<file path="src/design/ctr_pkg.sv">
// Package for the color token recognizer: sizes, character codes and the color name ROM.
// No dependencies. It is used by ctr_name_match and color_token_recognizer.
`timescale 1ns / 1ps
package ctr_pkg;

	localparam int MAX_RAW_CHARS = 47;
	localparam int NAME_COUNT    = 40;
	localparam int RAW_CNT_W     = $clog2(MAX_RAW_CHARS + 1);
	localparam int BODY_LEN_W    = 6;
	localparam int BODY_LEN_MAX  = (1 << BODY_LEN_W) - 1;
	localparam int HEX_DIGITS    = 6;
	localparam int RGB_W         = 24;
	localparam int NAME_MAX_LEN  = 9;
	localparam int NAME_LEN_W    = $clog2(NAME_MAX_LEN + 1);
	localparam int NAME_TXT_W    = NAME_MAX_LEN * 8;

	localparam logic [7:0] CH_NUL   = 8'h00;
	localparam logic [7:0] CH_TAB   = 8'h09;
	localparam logic [7:0] CH_CR    = 8'h0D;
	localparam logic [7:0] CH_SPACE = 8'h20;
	localparam logic [7:0] CH_HASH  = 8'h23;
	localparam logic [7:0] CH_COMMA = 8'h2C;
	localparam logic [7:0] CH_0     = 8'h30;
	localparam logic [7:0] CH_9     = 8'h39;
	localparam logic [7:0] CH_UA    = 8'h41;
	localparam logic [7:0] CH_UZ    = 8'h5A;
	localparam logic [7:0] CH_LA    = 8'h61;
	localparam logic [7:0] CH_LF    = 8'h66;

	// Names are right-justified in their slot, first character in the highest used byte.
	localparam logic [NAME_TXT_W-1:0] NAME_TXT [NAME_COUNT] = '{
		"black", "white", "red", "green", "blue", "yellow", "cyan", "magenta",
		"purple", "orange", "pink", "gray", "off", "grey", "lime", "teal",
		"navy", "maroon", "olive", "aqua", "fuchsia", "indigo", "violet", "gold",
		"silver", "brown", "beige", "coral", "salmon", "chocolate", "crimson",
		"turquoise", "skyblue", "lavender", "mint", "peach", "hotpink", "plum",
		"orchid", "khaki"
	};

	localparam logic [NAME_LEN_W-1:0] NAME_LEN [NAME_COUNT] = '{
		4'd5, 4'd5, 4'd3, 4'd5, 4'd4, 4'd6, 4'd4, 4'd7,
		4'd6, 4'd6, 4'd4, 4'd4, 4'd3, 4'd4, 4'd4, 4'd4,
		4'd4, 4'd6, 4'd5, 4'd4, 4'd7, 4'd6, 4'd6, 4'd4,
		4'd6, 4'd5, 4'd5, 4'd5, 4'd6, 4'd9, 4'd7,
		4'd9, 4'd7, 4'd8, 4'd4, 4'd5, 4'd7, 4'd4,
		4'd6, 4'd5
	};

	localparam logic [RGB_W-1:0] NAME_RGB [NAME_COUNT] = '{
		24'h000000, 24'hFFFFFF, 24'hFF0000, 24'h00FF00, 24'h0000FF, 24'hFFFF00,
		24'h00FFFF, 24'hFF00FF, 24'h800080, 24'hFFA500, 24'hFFC0CB, 24'h808080,
		24'h000000, 24'h808080, 24'hBFFF00, 24'h008080, 24'h000080, 24'h800000,
		24'h808000, 24'h00FFFF, 24'hFF00FF, 24'h4B0082, 24'hEE82EE, 24'hFFD700,
		24'hC0C0C0, 24'hCC9B65, 24'hF5F5DC, 24'hFF7F50, 24'hFA8072,
		24'hD2691E, 24'hDC143C,
		24'h40E0D0, 24'h87CEEB,
		24'hE6E6FA, 24'h98FF98, 24'hFFDAB9,
		24'hFF69B4, 24'hDDA0DD, 24'hDA70D6,
		24'hF0E68C
	};

	typedef struct packed {
		logic [NAME_COUNT-1:0] cand;
		logic                  hit;
		logic [RGB_W-1:0]      rgb;
	} ctr_match_t;

	function automatic logic is_space(input logic [7:0] c);
		return (c == CH_SPACE) || (c >= CH_TAB && c <= CH_CR);
	endfunction

	// Character of name idx at position pos; NUL past the end (a body byte is never NUL).
	function automatic logic [7:0] name_char(input int idx, input logic [BODY_LEN_W-1:0] pos);
		logic [NAME_LEN_W-1:0] off;
		logic [NAME_TXT_W-1:0] sh;
		off = '0;
		sh  = '0;
		if (pos >= BODY_LEN_W'(NAME_LEN[idx])) begin
			return CH_NUL;
		end
		off = NAME_LEN[idx] - NAME_LEN_W'(1) - pos[NAME_LEN_W-1:0];
		sh  = NAME_TXT[idx] >> {off, 3'b000};
		return sh[7:0];
	endfunction

endpackage

</file>
<file path="src/design/ctr_name_match.sv">
// Parallel compare of one body character against every ROM name, plus the final pick.
// Depends on ctr_pkg.
`timescale 1ns / 1ps
module ctr_name_match (
	input  logic [ctr_pkg::NAME_COUNT-1:0] cand,
	input  logic                           take,
	input  logic [ctr_pkg::BODY_LEN_W-1:0] pos,
	input  logic [7:0]                     ch,
	input  logic [ctr_pkg::BODY_LEN_W-1:0] final_len,
	output ctr_pkg::ctr_match_t            match
);
	import ctr_pkg::*;

	logic [NAME_COUNT-1:0] keep;

	// lowest index wins
	always_comb begin
		keep = cand;
		for (int i = 0; i < NAME_COUNT; i++) begin
			if (take && (name_char(i, pos) != ch)) begin
				keep[i] = 1'b0;
			end
		end
		match.cand = keep;
		match.hit  = 1'b0;
		match.rgb  = '0;
		for (int i = NAME_COUNT - 1; i >= 0; i--) begin
			if (keep[i] && (final_len == BODY_LEN_W'(NAME_LEN[i]))) begin
				match.hit = 1'b1;
				match.rgb = NAME_RGB[i];
			end
		end
	end

endmodule

</file>
<file path="src/design/color_token_recognizer.sv">
// Color token recognizer: one byte per request, one color result per token.
// The result is registered once the last byte leaves the input register.
// Throughput: one byte per cycle; a held result stalls the input only once a further
// last byte waits in the input register.
// Reset (arst_n low, asynchronous) clears the token state and empties both registers.
// Depends on ctr_pkg and ctr_name_match.
`timescale 1ns / 1ps
module color_token_recognizer (
	input  logic                       clk,
	input  logic                       arst_n,
	input  logic                       char_valid,
	output logic                       char_ready,
	input  logic [7:0]                 char_code,
	input  logic                       token_end,
	output logic                       color_valid,
	input  logic                       color_ready,
	output logic [ctr_pkg::RGB_W-1:0]  rgb_color,
	output logic                       is_invalid
);
	import ctr_pkg::*;

	logic                  s1_valid;
	logic [7:0]            s1_char;
	logic                  s1_last;

	logic                  in_body_q, ended_q, pend_q, bad_q, hex_ok_q;
	logic [RAW_CNT_W-1:0]  raw_q;
	logic [BODY_LEN_W-1:0] len_q;
	logic [NAME_COUNT-1:0] cand_q;
	logic [RGB_W-1:0]      hex_q;

	logic                  in_body_nx, ended_nx, pend_nx, bad_nx, hex_ok_nx;
	logic [RAW_CNT_W-1:0]  raw_nx;
	logic [BODY_LEN_W-1:0] len_nx;
	logic [RGB_W-1:0]      hex_nx;

	logic                  body_char, take;
	logic [7:0]            folded;
	ctr_match_t            match;

	logic                  advance, load;
	logic                  found;
	logic [RGB_W-1:0]      res_rgb;
	logic                  out_valid_q, out_inv_q;
	logic [RGB_W-1:0]      out_rgb_q;

	assign advance    = s1_valid && (!s1_last || !out_valid_q || color_ready);
	assign load       = advance && s1_last;
	assign char_ready = !s1_valid || advance;

	always_ff @(posedge clk or negedge arst_n) begin
		if (!arst_n) begin
			s1_valid <= 1'b0;
		end else if (char_ready) begin
			s1_valid <= char_valid;
		end
	end

	always_ff @(posedge clk) begin
		if (char_ready && char_valid) begin
			s1_char <= char_code;
			s1_last <= token_end;
		end
	end

	// byte classification and state update
	always_comb begin
		in_body_nx = in_body_q;
		ended_nx   = ended_q;
		pend_nx    = pend_q;
		bad_nx     = bad_q;
		hex_ok_nx  = hex_ok_q;
		raw_nx     = raw_q;
		len_nx     = len_q;
		hex_nx     = hex_q;
		body_char  = 1'b0;
		take       = 1'b0;
		folded     = s1_char;
		if (s1_char >= CH_UA && s1_char <= CH_UZ) begin
			folded = s1_char | 8'h20;
		end
		if (!ended_q && (raw_q < RAW_CNT_W'(MAX_RAW_CHARS))) begin
			if (s1_char == CH_NUL) begin
				ended_nx = 1'b1;
			end else begin
				raw_nx = raw_q + RAW_CNT_W'(1);
				if (!in_body_q) begin
					if (!is_space(s1_char)) begin
						in_body_nx = 1'b1;
						body_char  = (s1_char != CH_HASH);
					end
				end else begin
					body_char = 1'b1;
				end
			end
		end
		if (body_char) begin
			if (is_space(s1_char) || s1_char == CH_COMMA || s1_char == CH_HASH) begin
				pend_nx = 1'b1;
			end else begin
				take = 1'b1;
				if (pend_q) begin
					bad_nx = 1'b1;
				end
				if (len_q >= BODY_LEN_W'(HEX_DIGITS)) begin
					hex_ok_nx = 1'b0;
				end else if (folded >= CH_0 && folded <= CH_9) begin
					hex_nx = {hex_q[RGB_W-5:0], folded[3:0]};
				end else if (folded >= CH_LA && folded <= CH_LF) begin
					hex_nx = {hex_q[RGB_W-5:0], folded[3:0] + 4'd9};
				end else begin
					hex_ok_nx = 1'b0;
				end
				if (len_q != BODY_LEN_W'(BODY_LEN_MAX)) begin
					len_nx = len_q + BODY_LEN_W'(1);
				end
			end
		end
	end

	ctr_name_match u_match (
		.cand      (cand_q),
		.take      (take),
		.pos       (len_q),
		.ch        (folded),
		.final_len (len_nx),
		.match     (match)
	);

	always_comb begin
		found   = 1'b0;
		res_rgb = '0;
		if (!bad_nx && len_nx != '0) begin
			if (match.hit) begin
				found   = 1'b1;
				res_rgb = match.rgb;
			end else if (hex_ok_nx && len_nx == BODY_LEN_W'(HEX_DIGITS)) begin
				found   = 1'b1;
				res_rgb = hex_nx;
			end
		end
	end

	always_ff @(posedge clk or negedge arst_n) begin
		if (!arst_n) begin
			in_body_q <= 1'b0;
			ended_q   <= 1'b0;
			pend_q    <= 1'b0;
			bad_q     <= 1'b0;
			hex_ok_q  <= 1'b1;
			raw_q     <= '0;
			len_q     <= '0;
			cand_q    <= '1;
			hex_q     <= '0;
		end else if (load) begin
			in_body_q <= 1'b0;
			ended_q   <= 1'b0;
			pend_q    <= 1'b0;
			bad_q     <= 1'b0;
			hex_ok_q  <= 1'b1;
			raw_q     <= '0;
			len_q     <= '0;
			cand_q    <= '1;
			hex_q     <= '0;
		end else if (advance) begin
			in_body_q <= in_body_nx;
			ended_q   <= ended_nx;
			pend_q    <= pend_nx;
			bad_q     <= bad_nx;
			hex_ok_q  <= hex_ok_nx;
			raw_q     <= raw_nx;
			len_q     <= len_nx;
			cand_q    <= match.cand;
			hex_q     <= hex_nx;
		end
	end

	always_ff @(posedge clk or negedge arst_n) begin
		if (!arst_n) begin
			out_valid_q <= 1'b0;
		end else if (load) begin
			out_valid_q <= 1'b1;
		end else if (color_ready) begin
			out_valid_q <= 1'b0;
		end
	end

	always_ff @(posedge clk) begin
		if (load) begin
			out_rgb_q <= res_rgb;
			out_inv_q <= !found;
		end
	end

	assign color_valid = out_valid_q;
	assign rgb_color   = out_rgb_q;
	assign is_invalid  = out_inv_q;

	a_invalid_zero: assert property (@(posedge clk) disable iff (!arst_n)
		out_valid_q && out_inv_q |-> out_rgb_q == '0)
		else $error("invalid result carries a nonzero color");

	a_state_cleared: assert property (@(posedge clk) disable iff (!arst_n)
		load |=> len_q == '0 && raw_q == '0 && !in_body_q && cand_q == '1)
		else $error("token state not cleared after result");

	a_raw_limit: assert property (@(posedge clk) disable iff (!arst_n)
		raw_q <= RAW_CNT_W'(MAX_RAW_CHARS) && len_q <= BODY_LEN_W'(raw_q))
		else $error("byte counters out of range");

	a_no_overrun: assert property (@(posedge clk) disable iff (!arst_n)
		out_valid_q && !color_ready && s1_valid && s1_last |-> !advance)
		else $error("result register overwritten while held");

endmodule
</file>
<file path="config.mk">
export PLATFORM = sky130hd
export DESIGN_NAME = color_token_recognizer
export DESIGN_NICKNAME = d
export VERILOG_FILES = /design/src/design/ctr_pkg.sv /design/src/design/ctr_name_match.sv /design/src/design/color_token_recognizer.sv
export SDC_FILE = /design/constraint.sdc
export NUM_CORES = 1
export LEC_CHECK = 0
export ABC_AREA = 1
export BUFFER_PORTS_ARGS = -buffer_cell sky130_fd_sc_hd__buf_2
export CORE_AREA = 2 2 121 182
export DETAILED_ROUTE_END_ITERATION = 10
export DIE_AREA = 0 0 123 184
export PLACE_DENSITY = 0.73
export SKIP_CTS_REPAIR_TIMING = 1
export SYNTH_ARGS = -nofsm -noshare
export SYNTH_HDL_FRONTEND = slang
export SYNTH_HIERARCHICAL = 1
export SYNTH_SLANG_ARGS = --single-unit
</file>
<file path="constraint.sdc">
create_clock -name clk -period 6.8 [get_ports clk]
set_clock_uncertainty 0.1 [all_clocks]
set_input_delay 0.68 -clock clk [delete_from_list [all_inputs] [get_ports clk]]
set_output_delay 0.68 -clock clk [all_outputs]
set_load 0.03 [all_outputs]
</file>
# Word level (Yosys, flattened, before mapping)
# Cells that the tools add are included.
[totals] reg_bits=117 inputBits=13 output_inout_bits=27 elab_cells=439
[op_classes] addsub=10 n_lt_le_gt_ge=16 n_eq_ne=53 n_shift=40 muxes=192 n_reduce_logical=113
[op_table] operator="25-bit 2-to-1 mux" count=40
[op_table] operator="47-bit by 7-bit right shift with 8-bit output (first input constant)" count=9
[op_table] operator="8-bit 2-to-1 mux" count=47
[op_table] operator="31-bit by 7-bit right shift with 8-bit output (first input constant)" count=12
[op_table] operator="39-bit by 7-bit right shift with 8-bit output (first input constant)" count=9
[op_table] operator="8-bit != test" count=40
[op_table] operator="55-bit by 7-bit right shift with 8-bit output (first input constant)" count=5
[op_table] operator="24-bit 2-to-1 mux" count=9
[op_table] operator="71-bit by 7-bit right shift with 8-bit output (first input constant)" count=2
[op_table] operator="1-bit logical AND" count=90
[op_table] operator="1-bit 2-to-1 mux" count=84
[op_table] operator="40-bit 2-to-1 mux" count=2
[op_table] operator="63-bit by 7-bit right shift with 8-bit output (first input constant)" count=1
[op_table] operator="6-bit 2-to-1 mux" count=10
[op_table] operator="23-bit by 7-bit right shift with 8-bit output (first input constant)" count=2
[op_table] operator="6-bit by 3-bit == test with 1-bit output (second input constant)" count=4
[op_table] operator="8-bit by 6-bit == test with 1-bit output (second input constant)" count=3
[op_table] operator="6-bit by 3-bit greater-or-equal comparator with 1-bit output (second input constant)" count=4
[op_table] operator="8-bit by 7-bit greater-or-equal comparator with 1-bit output (second input constant)" count=2
[op_table] operator="8-bit by 7-bit <= comparator with 1-bit output (second input constant)" count=2
[op_table] operator="3-bit by 4-bit subtractor with 4-bit output (first input constant)" count=4
[op_table] operator="6-bit by 1-bit adder with 6-bit output (second input constant)" count=2
[op_table] operator="6-bit by 4-bit == test with 1-bit output (second input constant)" count=2
[op_table] operator="6-bit by 4-bit greater-or-equal comparator with 1-bit output (second input constant)" count=2
[op_table] operator="other kinds (19)" count=37

# Logic depth before layout (Yosys ltp)
[depth] word_depth=54 ltp_mapped=42 ltp_nobuf=42

# Cells and area by module
# The synthesis kept the hierarchy.
[modules_own_cells] mod="ctr_name_match" instances=1 cells_each=1335 area_per_inst_um2=6994.2 seq_area_each_um2=0.0
[modules_own_cells] mod="color_token_recognizer" instances=1 cells_each=586 area_per_inst_um2=5602.9 seq_area_each_um2=3149.3

# Worst setup path after synthesis
# OpenSTA, ideal clock, no wires.
[synth_path] path_kind="register -> register" start="register len_q[1]" end="register out_rgb_q[10], in the netlist rgb_color[10], data pin" setup_time_ps=257 arrival_time_ps=3858 required_ps=6443 slack_ps=2585 path_stages_with_launch=21 path_cell_list="dfrtp_1 > inv_1 > ha_1 > ha_1 > clkbuf_1 > buf_2 > o21ai_0 > a21oi_1 > o22ai_1 > a211oi_1 > nand4_1 > a21boi_0 > nand2_1 > nand4_1 > nor4_1 > nand4_1 > clkbuf_1 > clkinv_1 > buf_2 > nand4_1 > a21oi_1"
[synth_rtl] item="start: declaration" line="color_token_recognizer.sv:28" source="logic [BODY_LEN_W-1:0] len_q;"
[synth_rtl] item="start signal: assignment" line="color_token_recognizer.sv:172" source="len_q <= len_nx;"
[synth_rtl] item="end signal: assignment" line="color_token_recognizer.sv:190" source="out_rgb_q <= res_rgb;"
[synth_rtl] item="end: declaration" line="color_token_recognizer.sv:45" source="logic [RGB_W-1:0] out_rgb_q;"

==> out/results.ini <==
[critical_path]
crit_required_ns = 6.85
timing.critical_path.buf_inv = 5
worst_path_max_delay_cell = sky130_fd_sc_hd__clkinv_1
setup_crit_path_kind = reg2reg
timing.critical_path.from_type = flop
path_cells = buf_4 > ha_1 > inv_1 > ha_1 > inv_2 > nor2_1 > nor2_1 > nand3_1 > xor2_1 > nor4b_1 > nand4_1 > a21boi_1 > nand2_1 > nand2_1 > nor2_1 > nand3_1 > nor4_1 > nand4_1 > buf_4 > clkinv_1 > nand4_1 > a21oi_1
crit_path_max_incr_delay_ns = 0.59
path_delay_family = simple AND/OR/NAND/NOR gates
endpoint_kind = flop
crit_fanout = 26
worstPathArrival_ns = 6.07

[drt]
wl_per_cell_um = 18.9
drtAntennaViolNets = 0
post_drt_via_cell_ratio = 6.11
drtIter0Drc = 1315
detailroute.via_count = 13400
post-route-drc-count = 0
detailedRoute.firstPassIterationCount = 9
sum_of_routed_wire_length_over_all_layers_um = 41500

[floorplan]
chip_height_um = 184
floorplan.die_area_um2 = 22600
dieWidth_um = 123
placementRows = 65
start_util = 0.600
ios = 40
core_box_area_um2 = 21000

[sta]
fmax_mhz = 166
max-slew-margin-rel = 0.240
final_min_period_ns = 6.02
rsz0062_at_grt = false
tightestPinTransition_ns = 1.13
finish_stage_setup_viols = 0
final_min_period_over_clock_period = 0.885
fin_tns_setup_ns = 0
final_hold_viol_count = 0
timing.final.max_slew_violations = 0
final_critical_path_setup_slack_ns = 0.784

[layout]
final_common_cell = sky130_fd_sc_hd__nand2_1
final_util = 0.641
antenna_cells = 0
layout-area-overhead-vs-synth_pct = 6.82
final_layout_size_suffix_gt1_frac = 0.144
most_frequent_cells_in_the_layout = 565 x sky130_fd_sc_hd__nand2_1, 174 x sky130_fd_sc_hd__inv_1, 136 x sky130_fd_sc_hd__nand3_1
num-nets-final = 1961

[clocking]
cts_tree = yes
numCtsBuffers = 17
cts_buffer_depth = 2
clock_latency_ns = 0.43
clockRootBuffer = sky130_fd_sc_hd__clkbuf_16
cts_htree_levels = 4
clk_pin_slew_ns = 0.06
cts_num_sinks = 117

[synthesis]
post_synthesis_async_set_or_reset_flop_share = 0.709
netlist_instances = 1921
synth_sequential_area_ratio = 0.250
synth.cell_area_um2 = 12600
synth_warnings = 6
synth_enable_flop_cells = 34
post_synth.cell_area_avg_um2 = 6.56
synth_seq_cells = 117
ys_types = 66
syn_nets = 1966
ys_dominant_reg_cell = sky130_fd_sc_hd__dfrtp_1

[job]
drv_cap = 0

[grt]
grt_usage = 0.374
first_global_vias = 12900
grt_antenna_before_repair = 0
first_pass_grt_wire_length_um = 66100
gr-total-overflow = 0
grt_max_degree = 71

[worst_hold_path]
min_path_type = in2async

[place]
place.port_buffers = 39
place.gp.congestion = 1.04
post-place-ws_ns = 1.08
dp_hpwl_um = 30300

[pwr]
worst_ir_drop_vdd_mv = 0.224
power_per_cell_area_nw_per_um2 = 288
cellLeakagePower_nw = 6.92

[status]
outcome = finished, final reports clean

per-layer routing:
layer  track usage  vias up  wire length, um
met5             0        -                0
met4         0.240        0             2780
met3        0.0732      181             3250
met2         0.619      652            19800
met1         0.435     6217            15600
li1              -     6374                -
synthesized netlist by cell type, types with 5 or more instances:
library cell                instances  share of area
sky130_fd_sc_hd__dfrtp_1           42          0.083
sky130_fd_sc_hd__o21a_1             7         0.0042
sky130_fd_sc_hd__clkbuf_1          26         0.0077
sky130_fd_sc_hd__nand2_1          565           0.17
sky130_fd_sc_hd__a21oi_1          104          0.041
sky130_fd_sc_hd__a21boi_0          12         0.0072
sky130_fd_sc_hd__nor3_1            26          0.010
sky130_fd_sc_hd__nor2_4            13          0.012
sky130_fd_sc_hd__inv_1            174          0.052
sky130_fd_sc_hd__nor2_1           122          0.036
sky130_fd_sc_hd__nor2_2            13         0.0065
sky130_fd_sc_hd__nand3_1          136          0.054
sky130_fd_sc_hd__a211oi_1           7         0.0042
sky130_fd_sc_hd__edfxtp_1          34          0.081
sky130_fd_sc_hd__o22ai_1           11         0.0055
sky130_fd_sc_hd__o21ai_1           31          0.012
sky130_fd_sc_hd__nand4_1           70          0.035
sky130_fd_sc_hd__nand2_2           35          0.017
sky130_fd_sc_hd__o211ai_1           5         0.0030
sky130_fd_sc_hd__o22a_1            40          0.028
sky130_fd_sc_hd__inv_2             31         0.0092
sky130_fd_sc_hd__buf_6             10         0.0089
sky130_fd_sc_hd__ha_1              32          0.032
sky130_fd_sc_hd__a21boi_1          12         0.0072
sky130_fd_sc_hd__buf_1             10         0.0030
sky130_fd_sc_hd__buf_2             37          0.015
sky130_fd_sc_hd__o2111ai_1          5         0.0035
sky130_fd_sc_hd__dfstp_2           41          0.086
sky130_fd_sc_hd__o21ai_0           91          0.036
sky130_fd_sc_hd__xor2_1            87          0.060
sky130_fd_sc_hd__nand3_2           17          0.014
sky130_fd_sc_hd__nor4_1             8         0.0040
worst paths after layout:
path	start	endpoint	slack [ns]	cells after the start
hold reg to reg	ended_q	ended_q	0.40	2
setup reg to reg	len_q[1]	rgb_color[9]	0.78	22
setup / recovery	len_q[1]	rgb_color[9]	0.78	22
min in group clk	char_code[6]	s1_char[6]	0.32	1
hold / removal	arst_n	cand_q[36]	0.21	1
max in group asynchronous	arst_n	s1_valid	5.42	2
worst reg2reg max path, cell delays in order, from the launching register on:
cell                       delay, ns
sky130_fd_sc_hd__dfrtp_1        0.34
sky130_fd_sc_hd__buf_4          0.33
sky130_fd_sc_hd__ha_1           0.36
sky130_fd_sc_hd__inv_1          0.07
sky130_fd_sc_hd__ha_1           0.41
sky130_fd_sc_hd__inv_2          0.29
sky130_fd_sc_hd__nor2_1         0.11
sky130_fd_sc_hd__nor2_1         0.13
sky130_fd_sc_hd__nand3_1        0.15
sky130_fd_sc_hd__xor2_1         0.18
sky130_fd_sc_hd__nor4b_1        0.34
sky130_fd_sc_hd__nand4_1        0.39
sky130_fd_sc_hd__a21boi_1       0.44
sky130_fd_sc_hd__nand2_1        0.21
sky130_fd_sc_hd__nand2_1        0.27
sky130_fd_sc_hd__nor2_1         0.10
sky130_fd_sc_hd__nand3_1        0.07
sky130_fd_sc_hd__nor4_1         0.06
sky130_fd_sc_hd__nand4_1        0.07
sky130_fd_sc_hd__buf_4          0.25
sky130_fd_sc_hd__clkinv_1       0.60
sky130_fd_sc_hd__nand4_1        0.35
sky130_fd_sc_hd__a21oi_1        0.11
area by class of cell:
cell class,instances,area [um^2]
fillers,2033,7530
inverters,212,803
well taps,268,335
multi-input cells,1505,8190
flip-flops and latches,117,3150
repair buffers,63,378
clock buffers,20,457
clock inverters,12,143
power by group:
group	internal (mW)	total [mW]	switching, mW
Clock	0.566	0.928	0.362
Sequential	0.821	0.870	0.0490
Combinational	0.646	2.08	1.44
Total	2.03	3.88	1.85
metrics by stage:
stage | hold slack (ns) | cells | area, um^2 | power, mW
floorplan | 0.284 | 1921 | 12600 | 2.50
global placement | 0.364 | 2165 | 12900 | 2.86
detailed placement | 0.380 | 2165 | 12900 | 2.89
CTS | 0.213 | 2197 | 13500 | 3.82
global route | 0.227 | 2197 | 13500 | 4.12
finish | 0.213 | 2197 | 13500 | 3.88
flip-flops by register name (all words and copies together), names as in the netlist, 6 cells and up:
signal and flops:
cand_q 40, hex_q 24, rgb_color 24, s1_char 8, len_q 6, raw_q 6
kinds of logic (layout without fill, tap and decap cells):
family	Yosys count	in the layout	synth area share
xor gates and xnor gates	88	88	0.0627
adders and majority gates	32	32	0.0318
buffers and inverters	299	307	0.101
and+or+nand+nor	1036	1036	0.384
DFF	117	117	0.250
AOI/OAI and AO/OA	349	349	0.170
No activity file was read; power rests on OpenSTA's default activity.
